<file path="src/sv/pcl_pkg.sv">
// Shared widths, constants and pipeline payload types of the color lerp block.
package pcl_pkg;

	// Fraction bits of the progress input; one full step equals 2**FRAC_BITS.
	localparam int FRAC_BITS = 16;
	localparam int PROG_W    = 18;
	localparam int WIDE_BITS = (FRAC_BITS > PROG_W) ? FRAC_BITS : PROG_W;

	// Alpha path: (ta - sa) * p, then sa * ONE added.
	localparam int A_MUL_W = 9 + PROG_W;
	localparam int A_NUM_W = 10 + WIDE_BITS;
	localparam int A_W     = 8 + FRAC_BITS;

	// Color path: premultiplied channels and their interpolation.
	localparam int PM_W    = 16;
	localparam int C_MUL_W = PM_W + 1 + PROG_W;
	localparam int C_NUM_W = PM_W + 2 + WIDE_BITS;

	// Divider: numerator 2c + a, denominator 2a, eight quotient bits.
	localparam int N_W   = C_NUM_W + 1;
	localparam int D_W   = A_W + 1;
	localparam int Q_W   = 8;
	localparam int R_W   = D_W + Q_W;
	localparam int LANES = 3;

	localparam logic [A_W-1:0] A_MAX  = {8'hFF, {FRAC_BITS{1'b0}}};
	localparam logic [A_W:0]   A_HALF = (A_W + 1)'(1) << (FRAC_BITS - 1);

	typedef struct packed {
		logic [R_W-1:0] rem;
		logic [Q_W-1:0] quo;
		logic           sat;
	} lane_t;

	typedef struct packed {
		lane_t [LANES-1:0] lane;
		logic [D_W-1:0]    den;
		logic [7:0]        alpha;
		logic              clear;
	} div_t;

endpackage

</file>
<file path="src/sv/pcl_divider.sv">
// Pipelined restoring divider: one quotient bit per stage for all three channels.
module pcl_divider (
	input  logic          clk,
	input  logic          arst_n,
	input  logic          req_valid,
	output logic          req_ready,
	input  pcl_pkg::div_t req_data,
	output logic          res_valid,
	input  logic          res_ready,
	output pcl_pkg::div_t res_data
);

	localparam int STEPS = pcl_pkg::Q_W;

	logic [STEPS-1:0] valid_s;
	logic [STEPS-1:0] valid_d;
	logic [STEPS:0]   en;
	pcl_pkg::div_t    data_s [STEPS];
	pcl_pkg::div_t    src_d  [STEPS];
	pcl_pkg::div_t    next_d [STEPS];

	assign en[STEPS]  = res_ready;
	assign req_ready  = en[0];
	assign res_valid  = valid_s[STEPS-1];
	assign res_data   = data_s[STEPS-1];
	assign src_d[0]   = req_data;
	assign valid_d[0] = req_valid;

	for (genvar j = 0; j < STEPS; j++) begin : g_step
		localparam int K = STEPS - 1 - j;

		assign en[j] = ~valid_s[j] | en[j+1];

		if (j > 0) begin : g_src
			assign src_d[j]   = data_s[j-1];
			assign valid_d[j] = valid_s[j-1];
		end

		always_comb begin
			logic [pcl_pkg::R_W-1:0] shifted;
			logic [pcl_pkg::R_W:0]   diff;
			next_d[j] = src_d[j];
			shifted   = pcl_pkg::R_W'(src_d[j].den) << K;
			for (int l = 0; l < pcl_pkg::LANES; l++) begin
				diff = {1'b0, src_d[j].lane[l].rem} - {1'b0, shifted};
				// No borrow means the shifted divisor fits into the remainder.
				if (!diff[pcl_pkg::R_W]) begin
					next_d[j].lane[l].rem    = diff[pcl_pkg::R_W-1:0];
					next_d[j].lane[l].quo[K] = 1'b1;
				end
			end
		end

		always_ff @(posedge clk or negedge arst_n) begin
			if (!arst_n) begin
				valid_s[j] <= 1'b0;
			end else if (en[j]) begin
				valid_s[j] <= valid_d[j];
			end
		end

		always_ff @(posedge clk) begin
			if (en[j]) begin
				data_s[j] <= next_d[j];
			end
		end
	end

endmodule

</file>
<file path="config.mk">
export PLATFORM = sky130hd
export DESIGN_NAME = pcl_divider
export DESIGN_NICKNAME = d
export VERILOG_FILES = /design/src/sv/pcl_pkg.sv /design/src/sv/pcl_divider.sv
export SDC_FILE = /design/constraint.sdc
export NUM_CORES = 2
export LEC_CHECK = 0
export BUFFER_PORTS_ARGS = -buffer_cell sky130_fd_sc_hd__clkbuf_2
export CORE_ASPECT_RATIO = 0.5
export CORE_MARGIN = 5
export CORE_UTILIZATION = 50
export CTS_CLUSTER_SIZE = 40
export DETAILED_ROUTE_END_ITERATION = 8
export PLACE_DENSITY = 0.69
export SETUP_SLACK_MARGIN = 0.2
export SKIP_LAST_GASP = 1
export SLEW_MARGIN = 0
export SYNTH_ARGS = -nofsm -noshare
export SYNTH_HDL_FRONTEND = slang
export SYNTH_SLANG_ARGS = --single-unit
</file>
<file path="constraint.sdc">
create_clock -name clk -period 14 [get_ports clk]
set_input_delay 0.7 -clock clk [delete_from_list [all_inputs] [get_ports clk]]
set_output_delay 0.7 -clock clk [all_outputs]
set_load 0.05 [all_outputs]
</file>
==> reports/metrics.sh <==
GPL.FINAL_WEIGHTED_CONGESTION=0.955
DRC=0
CHIPHEIGHT_UM=289
NETS=8075
WORST-ENDPOINT-REQUIRED_PS=13300
FINAL_LAYOUT_SIZE_SUFFIX_GT1_SHARE_PCT=11.0
TIMING.CRITICAL_PATH.FANOUT_MAX=52
DIE_AREA_SQ_UM=164000
WORSTPATHCELLLIST='nor2b_1, nand3_4, nor2_1, nand3_4, inv_1, nand3_4, clkbuf_2'
DP_HPWL_UM=147000
PRECTSSETUPSLACK_PS=8380
VDD.IR_DROP.WORST_V=0.000132
RR_WORST_DEPTH=8
DRT_WL_TOTAL_UM=187000
END_KIND='output port'
SETUP_VIOL=0
POST_SYNTH_INST_COUNT=7129
YS.WARNINGS.COUNT=0
WORSTSETUPSTARTPOINTTYPE='flip-flop'
R2R_START='res_valid'
FINAL_CELLS=9470
SYNTH_SEQUENTIAL_AREA_RATIO_PCT=49.8
FINALHOLDVIOLCOUNT=0
CRITICAL_PATH_CLASS='flip-flop to output port'
ROWS=102
REGAREA_SQ_UM=38600
ROUTEDWLPERCELL_UM=19.7
DESIGN.PORTCOUNT=326
CTS_INSERTED_BUFFERS=114
SYNTH_FLOP_CELL='sky130_fd_sc_hd__edfxtp_1'
DIE_WIDTH_UM=567
FLOORPLAN.INITIALDENSITY_PCT=50.2
NETLIST_AREA_SQ_UM=77600
POST-PLACE-CELLS=9250
SYNTH.DISTINCT_CELLS=96
YOSYS.CELL_COUNT.TOP_TYPE='sky130_fd_sc_hd__edfxtp_1'
MULTIINPUTGATEAREA_SQ_UM=35900
TOP_SIGNAL_LAYER_USED='met5'
SYNTH_COMMONEST_CELLS='sky130_fd_sc_hd__edfxtp_1 (1280), sky130_fd_sc_hd__a21oi_1 (683), sky130_fd_sc_hd__ha_1 (600)'
TIMING.FINAL.CRIT_PERIOD_PS=5280
SYNTH_NETS=7917
TIMING.FMAX_MHz=189
FINAL.SETUP.WORST_SLACK_PS=8720
WORSTPATHARRIVAL_PS=4580
CTS_ROOT_BUFFER='sky130_fd_sc_hd__clkbuf_16'
GRTUSAGETOTAL_PCT=22.3
FIRSTDRTPASSITERS=6
RUN_STATUS='finished clean'
GRT_PASS1_WL_UM=287000
TRITONCTS_NUM_SINKS=1288
CRITICAL_PATH_BUFFER_AND_INVERTER_COUNT=2
TIMING.CRITICAL_PATH.DEPTH=7
TRITONCTS='yes'
SYNTH.AREA.TOP_CELLS='sky130_fd_sc_hd__edfxtp_1 (50%), sky130_fd_sc_hd__ha_1 (9.7%), sky130_fd_sc_hd__a21oi_1 (4.4%)'
SLEW_HEADROOM_PCT=25.7
PORT_BUFFERS=325
MET1_LENGTH_UM=91500
SYN_AREA_PER_CELL_SQ_UM=10.9
CRITICAL-PATH-MAX-STAGE-DELAY_PS=780
FINALCRITPERIODSHARE_PCT=37.7
FILL_CELL_COUNT=13200
CRIT_PATH_TOP_DELAY_CELL='sky130_fd_sc_hd__nor2_1'
PIN_COUNT_OF_THE_BIGGEST_NET_ENTERING_GLOBAL_ROUTING=83
ROUTED_VIA_DENSITY=5.67
FP.COREAREA_SQ_UM=155000
CRIT_FAMILY='simple AND/OR/NAND/NOR gates'
CELLLEAKAGEPOWER_nW=34.1
GRT_ANTENNA_BEFORE_REPAIR=5
MET2WIRELENGTH_UM=80500
GRT_SETUP_UNREPAIRED='false'
CLOCK_INSERTION_DELAY_WORST_SKEW_PS=770
FIN_UTIL_PCT=54.5
FINAL.SETUP_SKEW_PS=33.2
WHS_PATH_DEPTH=1
SYNTH.LARGEST_AREA_CELL='sky130_fd_sc_hd__edfxtp_1'
FINAL-MAX-SLEW-VIOLATION-COUNT=0
AREA_SHARE_OF_THE_LARGEST_CELL_TYPE_AFTER_SYNTHESIS_PCT=49.5
FIRST_GLOBAL_VIAS=51000
WORST_MARGIN_SLEW_PS=1110
MIN_FROM='req_data[46]'
DR_TOTAL_VIAS=53700
DR_WL_MET3_UM=10500
POST_CTS_SETUP_BUFFER_COUNT=0
SYNTH_ENABLE_FLOP_CELLS=1280
GRT-OVFL-TOTAL=0
POST_PLACEMENT_CELL_AREA_SQ_UM=80400
CLK_PIN_SLEW_WORST_PATHS_PS=70
CTS.PATH.MAX_BUFFERS=3
CELLPOWERDENSITY_nW_PER_UM2=265
MAX_CAP_VIOLATIONS=0
CRIT_TOP_CELL='sky130_fd_sc_hd__nand3_4'
FIN_TNS_SETUP_PS=0
LAUNCH_POINT_OF_THE_WORST_PATH='res_valid'
INITIALDRTVIOLATIONCOUNT=4669
FIN_AREA_SQ_UM=84300
HOLD_CLASS='input pin to flip-flop'
CTS.REPAIR.RESIZED=0
SYN_TO_FINAL_GROWTH_PCT=8.58
DRTANTENNAVIOLNETS=0
SYNTH_REGISTER_BITS=1288
CTS-HTREE-LEVELS=3
SYNTH_ASYNC_SR_FLOP_SHARE_PCT=0.621
==> cell families after synthesis <==
| logic type | Yosys count | synth area share (%) |
|---|---|---|
| AOI/OAI and AO/OA | 2014 | 16.2 |
| xor gates and xnor gates | 558 | 6.30 |
| muxes | 173 | 2.49 |
| buffers and inverters | 687 | 4.17 |
| DFF | 1288 | 49.8 |
| adders and majority gates | 624 | 10.3 |
| and+or+nand+nor | 1785 | 10.8 |
==> state kept, by name, summed over array words and instances (netlist names) <==
register   flops
valid_d        7
data_s      1280
res_valid      1
==> worst paths after layout <==
path                                       end  slack, ps
min in group asynchronous           valid_d[4]        350
worst min register to register  data_s[0][203]        400
worst min-delay path             data_s[0][46]        110
worst max register to register   data_s[0][41]       8940
max in group asynchronous            res_valid      13430
worst max-delay path                 req_ready       8720
==> report_power, final <==
group	switching, mW	leakage, nW	total (mW)	internal (mW)
Sequential	1.06	13.0	7.59	6.53
Combinational	6.93	19.2	11.5	4.60
Clock	1.46	1.83	3.25	1.79
==> metal layers <==
layer	track usage, %	up-vias
li1	-	26600
met5	0	-
met4	5.09	2
met2	34.4	1514
met3	2.62	227
met1	33.8	25300
==> final cells by class <==
| cell class | count | area share [%] |
|---|---|---|
| Antenna cell | 4 | 0.0119 |
| Clock buffer | 133 | 3.47 |
| Clock inverter | 82 | 1.09 |
| Inverter | 367 | 1.65 |
| Multi-Input combinational cell | 5154 | 42.6 |
| Sequential cell | 1288 | 45.8 |
| Tap cell | 2080 | 3.09 |
| Timing Repair Buffer | 362 | 2.26 |
==> per-stage QoR <==
step	total power [mW]	hold slack, ps
6_report	22.4	114
5_1_grt	23.9	60.2
4_1_cts	22.3	56.1
3_5_place_dp	19.0	405
3_3_place_gp	18.8	400
2_1_floorplan	16.1	400
==> worst register-to-register path, stage by stage (launching register included) <==
cell and delay [ps]:
sky130_fd_sc_hd__dfrtp_1 330, sky130_fd_sc_hd__nor2b_1 550, sky130_fd_sc_hd__nand3_4 670, sky130_fd_sc_hd__nor2_1 780
sky130_fd_sc_hd__nand3_4 390, sky130_fd_sc_hd__inv_1 280, sky130_fd_sc_hd__nand3_4 390, sky130_fd_sc_hd__buf_4 500
sky130_fd_sc_hd__buf_4 670
==> layout by cell type, fill, tap and decap left out, types with 46 or more instances in the layout <==
master | netlist | final
sky130_fd_sc_hd__clkbuf_16 | 0 | 114
sky130_fd_sc_hd__nand2_1 | 483 | 480
sky130_fd_sc_hd__nand2b_1 | 116 | 115
sky130_fd_sc_hd__a21o_1 | 260 | 260
sky130_fd_sc_hd__a211oi_1 | 56 | 56
sky130_fd_sc_hd__nor2_1 | 586 | 583
sky130_fd_sc_hd__clkbuf_2 | 0 | 325
sky130_fd_sc_hd__edfxtp_1 | 1280 | 1280
sky130_fd_sc_hd__o21a_1 | 111 | 109
sky130_fd_sc_hd__or2_2 | 46 | 46
sky130_fd_sc_hd__mux2_2 | 158 | 158
sky130_fd_sc_hd__nor2b_1 | 92 | 91
sky130_fd_sc_hd__o21ai_0 | 483 | 483
sky130_fd_sc_hd__nand3_1 | 111 | 108
sky130_fd_sc_hd__xor2_1 | 247 | 247
sky130_fd_sc_hd__ha_1 | 600 | 600
sky130_fd_sc_hd__nor3_1 | 107 | 106
sky130_fd_sc_hd__a21oi_1 | 683 | 683
sky130_fd_sc_hd__or3_1 | 46 | 46
sky130_fd_sc_hd__o31ai_1 | 53 | 53
sky130_fd_sc_hd__o21bai_1 | 55 | 55
sky130_fd_sc_hd__xnor2_1 | 311 | 311
sky130_fd_sc_hd__inv_1 | 367 | 365
==> what timing repair did <==
action	4_1_cts	5_1_grt
hold buffers	1	0
setup endpoints to repair	0	0
endpoints found under the hold margin	8	0
No activity file was read; power rests on OpenSTA's default activity.
